File: config.mk
export PLATFORM = sky130hd
export DESIGN_NAME = keypad_event_modifier_decoder_unit
export DESIGN_NICKNAME = d
export VERILOG_FILES = /design/src/rtl/core/kemd_pkg.sv /design/src/rtl/core/keypad_event_modifier_decoder_unit.sv /design/src/rtl/core/kemd_keymap.sv /design/src/rtl/core/kemd_decode.sv /design/src/rtl/core/kemd_emit.sv
export SDC_FILE = /design/constraint.sdc
export NUM_CORES = 2
export LEC_CHECK = 0
export ABC_AREA = 1
export BUFFER_PORTS_ARGS = -buffer_cell sky130_fd_sc_hd__buf_2
export CAP_MARGIN = 20
export CORE_MARGIN = 1.5
export CORE_UTILIZATION = 40
export CTS_CLUSTER_SIZE = 20
export DETAILED_ROUTE_END_ITERATION = 16
export PLACE_DENSITY = 0.58
export SLEW_MARGIN = 0
export SYNTH_ARGS = -nofsm -noshare
export SYNTH_HDL_FRONTEND = slang
export SYNTH_SLANG_ARGS = --single-unit
File: constraint.sdc
create_clock -name i_clk -period 18.8 [get_ports i_clk]
set_input_delay 0.94 -clock i_clk [delete_from_list [all_inputs] [get_ports i_clk]]
set_output_delay 0.94 -clock i_clk [all_outputs]
set_load 0.005 [all_outputs]
File: src/rtl/core/kemd_pkg.sv
package kemd_pkg;

    localparam int ENC_WIDTH = 10;
    localparam int ROW_W     = 5;
    localparam int COL_W     = 4;
    localparam int IDX_W     = 10;
    localparam int CFG_IDX_W = 3;
    localparam int DATA_W    = 8;

    localparam logic [7:0] KEY_ABSENT = 8'hFF;
    localparam logic [7:0] RECIP_10   = 8'd205;

    typedef enum logic {
        KIND_EVENT = 1'b0,
        KIND_WRITE = 1'b1
    } t_kind;

    typedef enum logic [1:0] {
        MAP_LOWER  = 2'd0,
        MAP_UPPER  = 2'd1,
        MAP_SYMBOL = 2'd2,
        MAP_NONE   = 2'd3
    } t_map;

    typedef enum logic [CFG_IDX_W-1:0] {
        CFG_COLUMN_COUNT   = 3'd0,
        CFG_MIRROR_COLUMNS = 3'd1,
        CFG_SHIFT_KEY_ROW  = 3'd2,
        CFG_SHIFT_KEY_COL  = 3'd3,
        CFG_SYMBOL_KEY_ROW = 3'd4,
        CFG_SYMBOL_KEY_COL = 3'd5
    } t_cfg_index;

    typedef struct packed {
        logic [3:0] column_count;
        logic       mirror_columns;
        logic [7:0] shift_key_row;
        logic [7:0] shift_key_col;
        logic [7:0] symbol_key_row;
        logic [7:0] symbol_key_col;
    } t_cfg;

    // code / 10 for any 8-bit code
    function automatic logic [ROW_W-1:0] row_of(input logic [7:0] code);
        logic [15:0] prod;
        prod = {8'd0, code} * {8'd0, RECIP_10};
        return prod[15:11];
    endfunction

endpackage

File: src/rtl/core/keypad_event_modifier_decoder_unit.sv
// channel | direction | handshake                  | word
// in      | sink      | i_in_valid / o_in_ready    | kind, event, table write fields
// out     | source    | o_out_valid / i_out_ready  | key_char, pressed, last
// cfg     | sink      | i_cfg_valid / o_cfg_ready  | register index, data
//
// A key press that finds a character gives two words, a press and then a release; the output
// register and the single keymap read port hold the next lookup until the release word is loaded.
// Other events and keymap writes leave the lookup stage without waiting for the read port.
// The press word passes the lookup register, the keymap read register and the output register.
// After reset all 3 * KEYMAP_DEPTH keymap entries are cleared; o_in_ready stays low then.
// A stalled output holds the lookup stage, which in turn holds the input.
module keypad_event_modifier_decoder_unit import kemd_pkg::*; #(
    parameter int KEYMAP_DEPTH = 128
) (
    input  logic                 i_clk,
    input  logic                 i_rst_n,
    input  logic                 i_in_valid,
    output logic                 o_in_ready,
    input  logic                 i_kind,
    input  logic [7:0]           i_event_byte,
    input  logic [1:0]           i_table_select,
    input  logic [6:0]           i_table_index,
    input  logic [7:0]           i_table_char,
    output logic                 o_out_valid,
    input  logic                 i_out_ready,
    output logic [7:0]           o_key_char,
    output logic                 o_pressed,
    output logic                 o_last,
    input  logic                 i_cfg_valid,
    output logic                 o_cfg_ready,
    input  logic [CFG_IDX_W-1:0] i_cfg_index,
    input  logic [7:0]           i_cfg_data
);

    localparam int AW = $clog2(3 * KEYMAP_DEPTH);

    t_cfg r_cfg;

    logic              wr_en, rd_en, busy, s2_free;
    logic [AW-1:0]     wr_addr, rd_addr;
    logic [DATA_W-1:0] wr_data, rd_data;

    assign o_cfg_ready = 1'b1;

    always_ff @(posedge i_clk) begin
        if (!i_rst_n) begin
            r_cfg.column_count   <= 4'd10;
            r_cfg.mirror_columns <= 1'b0;
            r_cfg.shift_key_row  <= KEY_ABSENT;
            r_cfg.shift_key_col  <= KEY_ABSENT;
            r_cfg.symbol_key_row <= KEY_ABSENT;
            r_cfg.symbol_key_col <= KEY_ABSENT;
        end else if (i_cfg_valid && o_cfg_ready) begin
            unique case (t_cfg_index'(i_cfg_index))
                CFG_COLUMN_COUNT:   r_cfg.column_count   <= i_cfg_data[3:0];
                CFG_MIRROR_COLUMNS: r_cfg.mirror_columns <= i_cfg_data[0];
                CFG_SHIFT_KEY_ROW:  r_cfg.shift_key_row  <= i_cfg_data;
                CFG_SHIFT_KEY_COL:  r_cfg.shift_key_col  <= i_cfg_data;
                CFG_SYMBOL_KEY_ROW: r_cfg.symbol_key_row <= i_cfg_data;
                CFG_SYMBOL_KEY_COL: r_cfg.symbol_key_col <= i_cfg_data;
                default: ;
            endcase
        end
    end

    kemd_decode #(
        .KEYMAP_DEPTH(KEYMAP_DEPTH)
    ) u_decode (
        .i_clk          (i_clk),
        .i_rst_n        (i_rst_n),
        .i_in_valid     (i_in_valid),
        .o_in_ready     (o_in_ready),
        .i_kind         (i_kind),
        .i_event_byte   (i_event_byte),
        .i_table_select (i_table_select),
        .i_table_index  (i_table_index),
        .i_table_char   (i_table_char),
        .i_cfg          (r_cfg),
        .i_busy         (busy),
        .i_s2_free      (s2_free),
        .o_wr_en        (wr_en),
        .o_wr_addr      (wr_addr),
        .o_wr_data      (wr_data),
        .o_rd_en        (rd_en),
        .o_rd_addr      (rd_addr)
    );

    kemd_keymap #(
        .KEYMAP_DEPTH(KEYMAP_DEPTH)
    ) u_keymap (
        .i_clk     (i_clk),
        .i_rst_n   (i_rst_n),
        .i_wr_en   (wr_en),
        .i_wr_addr (wr_addr),
        .i_wr_data (wr_data),
        .i_rd_en   (rd_en),
        .i_rd_addr (rd_addr),
        .o_rd_data (rd_data),
        .o_busy    (busy)
    );

    kemd_emit u_emit (
        .i_clk       (i_clk),
        .i_rst_n     (i_rst_n),
        .i_issue     (rd_en),
        .i_rd_data   (rd_data),
        .o_s2_free   (s2_free),
        .o_out_valid (o_out_valid),
        .i_out_ready (i_out_ready),
        .o_key_char  (o_key_char),
        .o_pressed   (o_pressed),
        .o_last      (o_last)
    );

endmodule

File: src/rtl/core/kemd_keymap.sv
module kemd_keymap import kemd_pkg::*; #(
    parameter int KEYMAP_DEPTH = 128,
    localparam int ENTRIES = 3 * KEYMAP_DEPTH,
    localparam int AW = $clog2(ENTRIES)
) (
    input  logic              i_clk,
    input  logic              i_rst_n,
    input  logic              i_wr_en,
    input  logic [AW-1:0]     i_wr_addr,
    input  logic [DATA_W-1:0] i_wr_data,
    input  logic              i_rd_en,
    input  logic [AW-1:0]     i_rd_addr,
    output logic [DATA_W-1:0] o_rd_data,
    output logic              o_busy
);

    logic [DATA_W-1:0] r_mem [ENTRIES];
    logic [DATA_W-1:0] r_rd_data;
    logic              r_clr_busy;
    logic [AW-1:0]     r_clr_addr;

    always_ff @(posedge i_clk) begin
        if (!i_rst_n) begin
            r_clr_busy <= 1'b1;
            r_clr_addr <= '0;
        end else if (r_clr_busy) begin
            r_clr_addr <= r_clr_addr + AW'(1);
            if (r_clr_addr == AW'(ENTRIES - 1)) begin
                r_clr_busy <= 1'b0;
            end
        end
    end

    always_ff @(posedge i_clk) begin
        if (r_clr_busy) begin
            r_mem[r_clr_addr] <= '0;
        end else if (i_wr_en) begin
            r_mem[i_wr_addr] <= i_wr_data;
        end
        if (i_rd_en) begin
            r_rd_data <= r_mem[i_rd_addr];
        end
    end

    assign o_rd_data = r_rd_data;
    assign o_busy    = r_clr_busy;

endmodule

File: src/rtl/core/kemd_decode.sv
module kemd_decode import kemd_pkg::*; #(
    parameter int KEYMAP_DEPTH = 128,
    localparam int AW = $clog2(3 * KEYMAP_DEPTH)
) (
    input  logic              i_clk,
    input  logic              i_rst_n,
    input  logic              i_in_valid,
    output logic              o_in_ready,
    input  logic              i_kind,
    input  logic [7:0]        i_event_byte,
    input  logic [1:0]        i_table_select,
    input  logic [6:0]        i_table_index,
    input  logic [7:0]        i_table_char,
    input  t_cfg              i_cfg,
    input  logic              i_busy,
    input  logic              i_s2_free,
    output logic              o_wr_en,
    output logic [AW-1:0]     o_wr_addr,
    output logic [DATA_W-1:0] o_wr_data,
    output logic              o_rd_en,
    output logic [AW-1:0]     o_rd_addr
);

    logic             r_s1_valid;
    t_kind            r_s1_kind;
    logic             r_s1_evnz;
    logic             r_s1_down;
    logic [ROW_W-1:0] r_s1_row;
    logic [COL_W-1:0] r_s1_col;
    logic [1:0]       r_s1_sel;
    logic [6:0]       r_s1_index;
    logic [7:0]       r_s1_char;

    logic r_shift_held, r_symbol_held, r_caps_on, r_caps_armed;
    logic n_shift_held, n_symbol_held, n_caps_on, n_caps_armed;

    logic             accept;
    logic [7:0]       in_code;
    logic [ROW_W-1:0] in_row;
    logic [7:0]       in_rem;

    logic [7:0]       vcol;
    logic [7:0]       row8;
    logic             shift_hit, is_sym, is_event, needs_lookup, s1_fire;
    logic [IDX_W-1:0] idx;
    logic             in_range;
    t_map             lookup_map;
    logic [AW-1:0]    rd_base, wr_base;

    assign in_code = {1'b0, i_event_byte[6:0]} - 8'd1;
    assign in_row  = row_of(in_code);
    assign in_rem  = in_code - {in_row, 3'b000} - {2'b00, in_row, 1'b0};

    assign row8 = 8'(r_s1_row);
    assign vcol = i_cfg.mirror_columns
        ? ({4'd0, i_cfg.column_count} - 8'd1 - {4'd0, r_s1_col})
        : {4'd0, r_s1_col};

    assign shift_hit = (row8 == i_cfg.shift_key_row) && (vcol == i_cfg.shift_key_col);
    assign is_sym    = (row8 == i_cfg.symbol_key_row) && (vcol == i_cfg.symbol_key_col);
    assign is_event  = r_s1_valid && (r_s1_kind == KIND_EVENT) && r_s1_evnz;

    assign idx = IDX_W'(r_s1_row) * IDX_W'(i_cfg.column_count) + IDX_W'(vcol);
    assign in_range = 32'(idx) < 32'(KEYMAP_DEPTH);

    always_comb begin
        priority if (r_symbol_held) begin
            lookup_map = MAP_SYMBOL;
        end else if (r_shift_held || r_caps_on) begin
            lookup_map = MAP_UPPER;
        end else begin
            lookup_map = MAP_LOWER;
        end
    end

    always_comb begin
        unique case (lookup_map)
            MAP_UPPER:  rd_base = AW'(KEYMAP_DEPTH);
            MAP_SYMBOL: rd_base = AW'(2 * KEYMAP_DEPTH);
            default:    rd_base = '0;
        endcase
    end

    always_comb begin
        unique case (t_map'(r_s1_sel))
            MAP_LOWER:  wr_base = '0;
            MAP_UPPER:  wr_base = AW'(KEYMAP_DEPTH);
            MAP_SYMBOL: wr_base = AW'(2 * KEYMAP_DEPTH);
            default:    wr_base = '0;
        endcase
    end

    assign needs_lookup = is_event && r_s1_down && !shift_hit && !is_sym && in_range;
    assign s1_fire      = r_s1_valid && (!needs_lookup || i_s2_free);
    assign o_in_ready   = !i_busy && (!r_s1_valid || s1_fire);
    assign accept       = i_in_valid && o_in_ready;

    assign o_rd_en   = needs_lookup && i_s2_free;
    assign o_rd_addr = rd_base + AW'(idx);

    assign o_wr_en = r_s1_valid && (r_s1_kind == KIND_WRITE)
        && (t_map'(r_s1_sel) != MAP_NONE) && (32'(r_s1_index) < 32'(KEYMAP_DEPTH));
    assign o_wr_addr = wr_base + AW'(r_s1_index);
    assign o_wr_data = r_s1_char;

    always_comb begin
        n_shift_held  = r_shift_held;
        n_symbol_held = r_symbol_held;
        n_caps_on     = r_caps_on;
        n_caps_armed  = r_caps_armed;
        if (is_event) begin
            if (!r_s1_down) begin
                if (shift_hit) begin
                    n_shift_held = 1'b0;
                end
                if (is_sym) begin
                    n_symbol_held = 1'b0;
                end
            end else begin
                if (shift_hit) begin
                    n_shift_held = 1'b1;
                end else if (is_sym) begin
                    n_symbol_held = 1'b1;
                end
                if (n_symbol_held && n_shift_held && r_caps_armed
                        && (i_cfg.symbol_key_row != KEY_ABSENT)
                        && (i_cfg.shift_key_row != KEY_ABSENT)) begin
                    n_caps_on    = !r_caps_on;
                    n_caps_armed = 1'b0;
                end
            end
            if (!n_symbol_held && !n_shift_held) begin
                n_caps_armed = 1'b1;
            end
        end
    end

    always_ff @(posedge i_clk) begin
        if (!i_rst_n) begin
            r_s1_valid    <= 1'b0;
            r_shift_held  <= 1'b0;
            r_symbol_held <= 1'b0;
            r_caps_on     <= 1'b0;
            r_caps_armed  <= 1'b1;
        end else begin
            if (accept) begin
                r_s1_valid <= 1'b1;
            end else if (s1_fire) begin
                r_s1_valid <= 1'b0;
            end
            if (s1_fire) begin
                r_shift_held  <= n_shift_held;
                r_symbol_held <= n_symbol_held;
                r_caps_on     <= n_caps_on;
                r_caps_armed  <= n_caps_armed;
            end
        end
    end

    always_ff @(posedge i_clk) begin
        if (accept) begin
            r_s1_kind  <= t_kind'(i_kind);
            r_s1_evnz  <= i_event_byte != 8'd0;
            r_s1_down  <= i_event_byte[7];
            r_s1_row   <= in_row;
            r_s1_col   <= in_rem[COL_W-1:0];
            r_s1_sel   <= i_table_select;
            r_s1_index <= i_table_index;
            r_s1_char  <= i_table_char;
        end
    end

endmodule

File: src/rtl/core/kemd_emit.sv
module kemd_emit import kemd_pkg::*; (
    input  logic              i_clk,
    input  logic              i_rst_n,
    input  logic              i_issue,
    input  logic [DATA_W-1:0] i_rd_data,
    output logic              o_s2_free,
    output logic              o_out_valid,
    input  logic              i_out_ready,
    output logic [7:0]        o_key_char,
    output logic              o_pressed,
    output logic              o_last
);

    typedef enum logic {
        PH_PRESS,
        PH_RELEASE
    } t_phase;

    t_phase     r_phase;
    logic       r_s2_valid;
    logic       r_out_valid;
    logic [7:0] r_out_char;
    logic       r_out_pressed;
    logic       r_out_last;

    logic out_load, has_char, s2_done;

    assign out_load  = !r_out_valid || i_out_ready;
    assign has_char  = i_rd_data != '0;
    assign s2_done   = r_s2_valid && (!has_char || (out_load && r_phase == PH_RELEASE));
    assign o_s2_free = !r_s2_valid || s2_done;

    always_ff @(posedge i_clk) begin
        if (!i_rst_n) begin
            r_phase     <= PH_PRESS;
            r_s2_valid  <= 1'b0;
            r_out_valid <= 1'b0;
        end else begin
            if (r_s2_valid && has_char && out_load) begin
                r_out_valid   <= 1'b1;
                r_out_char    <= i_rd_data;
                r_out_pressed <= r_phase == PH_PRESS;
                r_out_last    <= r_phase == PH_RELEASE;
                r_phase       <= (r_phase == PH_PRESS) ? PH_RELEASE : PH_PRESS;
            end else if (i_out_ready) begin
                r_out_valid <= 1'b0;
            end
            if (i_issue) begin
                r_s2_valid <= 1'b1;
            end else if (s2_done) begin
                r_s2_valid <= 1'b0;
            end
        end
    end

    assign o_out_valid = r_out_valid;
    assign o_key_char  = r_out_char;
    assign o_pressed   = r_out_pressed;
    assign o_last      = r_out_last;

endmodule

Word-level counts from Yosys, hierarchy flattened
Memories as Yosys holds them, arrays and structs flattened. A register that Yosys moved wholly into a read port is not among the register bits.
Cells that the tools add are included.

word-level totals
  ROM bits = 0
  memories kept = 1
  bits in writable memories = 3072
  register bits = 94
  bits in latches = 0

operators by class
  magnitude comparators = 1
  eq/ne operators = 17
  div/mod/pow operators = 0
  multiply operators = 2
  mux-type cells = 38
  shift operators = 0
  add/sub/neg operators = 9
  reduce and logical (&&, ||, !) cells = 59
  bitwise gates (word level) = 2

memory list
  memory          depth  bits a word  rd ports  clocked after Yosys merged registers in  write ports  line               source
  u_keymap.r_mem  384    8            1         1                                        1            kemd_keymap.sv:17  logic [DATA_W-1:0] r_mem [ENTRIES];

operator list
  operator                number
  $pmux W9 S2             2
  $mux W1                 32
  $logic_and A1 B1 Y1     23
  $eq A5 B8 Y1            2
  $eq A8 B8 Y1            2
  $mul A8 B8 Y16 const B  1
  $mux W8                 2
  $ne A8 B8 Y1 const B    2
  $reduce_and A2 Y1       8
  $reduce_bool A8 Y1      2
  $logic_not A1 Y1        11
  $add A9 B8 Y10          1
  $lt A10 B8 Y1 const B   1
  $reduce_bool A2 Y1      5
  $add A9 B1 Y9 const B   1
  $add A9 B7 Y9           1
  $add A9 B9 Y9           1
  $eq A9 B9 Y1 const B    1
  $mul A5 B4 Y9           1
  $mux W9                 1
  $reduce_and A4 Y1       2
  $reduce_or A8 Y1        1
  $sub A4 B4 Y4           2
  $sub A7 B1 Y8 const B   1
  other kinds (12)        22

Longest topological paths before layout
  depth after elaboration = 16
  depth in mapped cells = 27
  depth with buffers taken out = 27

Cells and area by module
A second synthesis with hierarchy kept.

unflattened totals
  cell total of the unflattened synthesis = 11174
  area total of the unflattened synthesis = 131438.6 µm²

by module, submodules not included
  module                              area each (µm²)  instances  cells an instance
  kemd_keymap                         125263.9         1          10397
  kemd_decode                         4256.6           1          550
  keypad_event_modifier_decoder_unit  1405.1           1          183
  kemd_emit                           513.0            1          44

Worst setup path before layout
No wires, ideal clock.

  path kind = register to register
  start = register u_keymap.r_clr_busy (netlist: u_keymap.o_busy)
  end = memory u_keymap.r_mem[0][0] (data pin)
  setup slack = 7180 ps
  data required time = 16819 ps
  stages on the path, launching flop included = 6
  path buffers = 2
  arrival time = 9639 ps
  path through = dfxtp_1 buf_4 inv_4 nand3_4 buf_2 nor2_1

on the way
  cells in the longest elaborated chain, start to end = 4

RTL lines
  element                            line               source
  start: declaration                 kemd_keymap.sv:19  logic r_clr_busy;
  start signal: assignment           kemd_keymap.sv:24  r_clr_busy <= 1'b1;
  start signal: assignment           kemd_keymap.sv:29  r_clr_busy <= 1'b0;
  $mux W1                            kemd_keymap.sv:35  if (r_clr_busy) begin
  $mux W1 (not written as such)      kemd_keymap.sv:38  r_mem[i_wr_addr] <= i_wr_data;
  $reduce_or A8 Y1 (no source line)  --
  $mux W8 (no source line)           --
  end: declaration                   kemd_keymap.sv:17

No other way between the ends.

Worst setup path in the final report
  start = register r_cfg[33] (netlist bit)
  end = register u_keymap.r_rd_data[6] (netlist: u_keymap.o_rd_data[6]) (read register of u_keymap.r_mem) (data pin)

on the way
  cells in the longest elaborated chain, start to end = 10
  elaborated cells between the ends (all ways) = 17
  those cells by class = add/sub (4); mul (1); order compare (1); eq/ne (2); mux (1); reduce/logical (8)

RTL lines
  element                                                                  line                                      source
  start: declaration                                                       keypad_event_modifier_decoder_unit.sv:37  t_cfg r_cfg;
  parallel branches: the longest is 10 deep, another holds $add A9 B8 Y10  --
  end: declaration                                                         kemd_keymap.sv:18                         logic [DATA_W-1:0] r_rd_data;

Parallel ways; which one is timed is not known.
A chain may end at the register's enable or synchronous reset.

==> impl_metrics.json <==
{
  "wl_um": 369000,
  "mostFrequentLayoutCells": "edfxtp_1, nor2_1, o21ai_0, nand2_1, o22ai_1",
  "power_density_nw_per_um2": 106,
  "clock_latency_ps": 890,
  "clkSinkCount": 3174,
  "coreArea_um2": 321000,
  "grt_max_degree": 206,
  "viasPerCell": 5.75,
  "synth_seq_cells": 3174,
  "dr.pass1.iters": 8,
  "dp_cells": 14100,
  "synthFlopType": "edfxtp_1",
  "route.met2.wl_um": 172000,
  "rows": 208,
  "die_area_um2": 326000,
  "start_kind": "register",
  "cts_tree": "done",
  "drive_above_1_share_pct": 6.28,
  "drt_iter0_markers": 10300,
  "port_buffers": 53,
  "die_h_um": 571,
  "power_frac_seq_pct": 50.5,
  "drc_errors": 0,
  "ir_worst_vdd_mv": 0.0789,
  "end_kind": "register",
  "ios": 55,
  "cts-buffers-inserted": 326,
  "cpPeakStageDelay_ps": 780,
  "synth.yosys.seq_area_share_pct": 73.5,
  "critPathMaxFanout": 165,
  "final.min_clock_period_ps": 7780,
  "met1_length_um": 155000,
  "clk_path_buf_depth": 4,
  "worstPathRequired_ps": 19530,
  "finalWorstSetupSlack_ps": 11020,
  "cts_root_buf": "clkbuf_16",
  "wl_met3_um": 33100,
  "highest_layer": "met5",
  "internal_power_w": 0.0115,
  "finalCritPeriodShare_pct": 41.4,
  "cpLargestDelayFamily": "buffers and inverters",
  "p_sw_w": 0.00369,
  "grt_pass1_wl_um": 538000,
  "hp-class": "in2reg",
  "leakagePower_nw": 42.5,
  "tightest_slew_ps": 1200,
  "worstPathArrival_ps": 8510,
  "synth_top_cell_area_share_pct": 72.6,
  "syn_inst": 10400,
  "ctsHoldBuffers": 0,
  "max_freq_mhz": 129,
  "whs_ps": 227,
  "cts_setup_buffers": 0,
  "path_clk_slew_ps": 60,
  "syn2layout_area_growth_pct": 10.7,
  "gp_congestion": 0.835,
  "hold_viol_final": 0,
  "status": "finished clean",
  "initial_core_util_pct": 40.2,
  "yosysTopAreaCell": "edfxtp_1",
  "postRouteAntennaNets": 0,
  "netlist_area_um2": 129000,
  "critPathKind": "reg2reg",
  "avgSynthCellArea_um2": 12.4,
  "pwr-share-clk_pct": 40.9,
  "async_flop_share_pct": 0,
  "vias": 84700,
  "finalSetupTns_ps": 0,
  "final_common_cell": "edfxtp_1",
  "path_common_cell": "nand2_1",
  "path_buf_inv": 7,
  "synth_edf_count": 3119,
  "power.share.combinational_pct": 8.7,
  "overflow": 0,
  "cts-htree-levels": 5,
  "post_cts_resized": 0,
  "ys_top_cells_by_area": "edfxtp_1, nor2_1, o21ai_0",
  "slew_viol_final": 0,
  "fin_cells": 14700,
  "place_ws_ps": 11240,
  "cap_violations": 0,
  "fin_skew_ps": 45.5,
  "wire_per_inst_um": 25.1,
  "p_sw_share_pct": 24.3,
  "final_nets": 10300,
  "setup_viol": 0,
  "grt_usage_pct": 22.0,
  "maxSlewHeadroom_pct": 19.9,
  "synth_cell_types": 46,
  "rsz0062_at_grt": "false",
  "antenna_found_initial": 13,
  "crit_slowest_cell": "buf_4",
  "yosysWarnings": 0,
  "crit_chain": "inv_1 > ha_1 > inv_1 > fa_1 > nand2_1 > nand2_1 > ha_1 > ha_4 > inv_8 > buf_4 > buf_12 > buf_4 > buf_4 > o21ai_0 > o22ai_1 > o21ai_1 > o22ai_1 > nand2_1 > nand3_1 > nand3_1 > nand2_1 > nand2_1 > nand2_1",
  "hpwl_um": 198000,
  "first_global_vias": 79500,
  "syn_nets": 10500,
  "die_x_um": 571
}
[cell families after synthesis]
kind of cell / count (synthesis) / synth area share (%)
simple gates: 3479 / 10.7
flops: 3174 / 73.5
compound gates: 2664 / 11.4
buf+inv: 958 / 3.19
fa+ha+maj: 94 / 1.05
xor+xnor: 31 / 0.228
other cells: 1 / 0.00291
[synth_stat cells, types with 2 or more instances]
cell type	instances
o21bai_1	7
ha_1	70
nor4_1	3
a21oi_1	54
nor3_2	3
or2_1	4
nor2_1	2093
fa_1	24
nand2_1	877
xor2_2	2
nand3b_1	5
nand4_1	12
nand3_1	463
clkbuf_1	397
o21ai_1	215
buf_6	7
buf_1	52
nor3_1	8
o211ai_1	63
inv_2	6
or2_2	4
xor2_1	21
a21o_1	2
xnor2_1	7
edfxtp_1	3119
nor2_2	2
o21ai_0	1525
o32ai_1	2
dfxtp_1	55
clkinv_1	2
buf_2	248
o221ai_1	64
o22ai_1	729
or2_0	2
inv_1	204
buf_4	40
[power groups by stage]
stage               registers [W]  logic (W)  clock network, W
floorplan                 0.00782   0.000755                 0
global placement          0.00782    0.00130                 0
detailed placement        0.00782    0.00130                 0
CTS                       0.00767    0.00131           0.00627
global route              0.00767    0.00140           0.00653
finish                    0.00767    0.00132           0.00621
[flip-flops by register name, summed over array words and instances (netlist names), 2 cells and up]
signal and count:
u_decode.r_s1_row 5, u_decode.r_s1_index 7, u_decode.o_wr_data 8, u_emit.o_key_char 8, u_decode.r_s1_col 4, u_keymap.r_clr_addr 9, r_cfg 37, u_keymap.o_rd_data 8
u_decode.r_s1_sel 2, u_keymap.r_mem 3072
[through the flow]
stage / area [um^2] / power (W) / utilization (%)
2_1_floorplan: 129000 / 0.00857 / -
6_report: 143000 / 0.0152 / 44.5
4_1_cts: 143000 / 0.0153 / 44.5
3_5_place_dp: 133000 / 0.00912 / 41.4
5_1_grt: 143000 / 0.0156 / 44.5
3_3_place_gp: 133000 / 0.00912 / 41.4
[per-layer routing]
layer	up-vias	GRT usage (%)
met1	42700	31.1
met5	-	0
li1	37600	-
met4	10	6.11
met3	526	3.73
met2	3933	34.9
[final timing paths]
| path | start | to | slack, ps | cells after the start |
|---|---|---|---|---|
| setup / recovery | r_cfg[33] | u_keymap.o_rd_data[6] | 11020 | 23 |
| hold / removal | i_table_char[3] | u_decode.o_wr_data[3] | 230 | 1 |
| setup reg to reg | r_cfg[33] | u_keymap.o_rd_data[6] | 11020 | 23 |
| hold reg to reg | u_emit.r_phase | u_emit.o_last | 460 | 0 |
[cell type report]
class | instances | area, um^2
inverters | 213 | 835
repair buffers | 179 | 1400
well taps | 4305 | 5390
multi-input cells | 6269 | 30400
clock buffers | 414 | 8670
fillers | 28600 | 178000
flip-flops and latches | 3174 | 94800
clock inverters | 170 | 1370
diodes | 6 | 15.0
(Power assumes the default switching activity.)
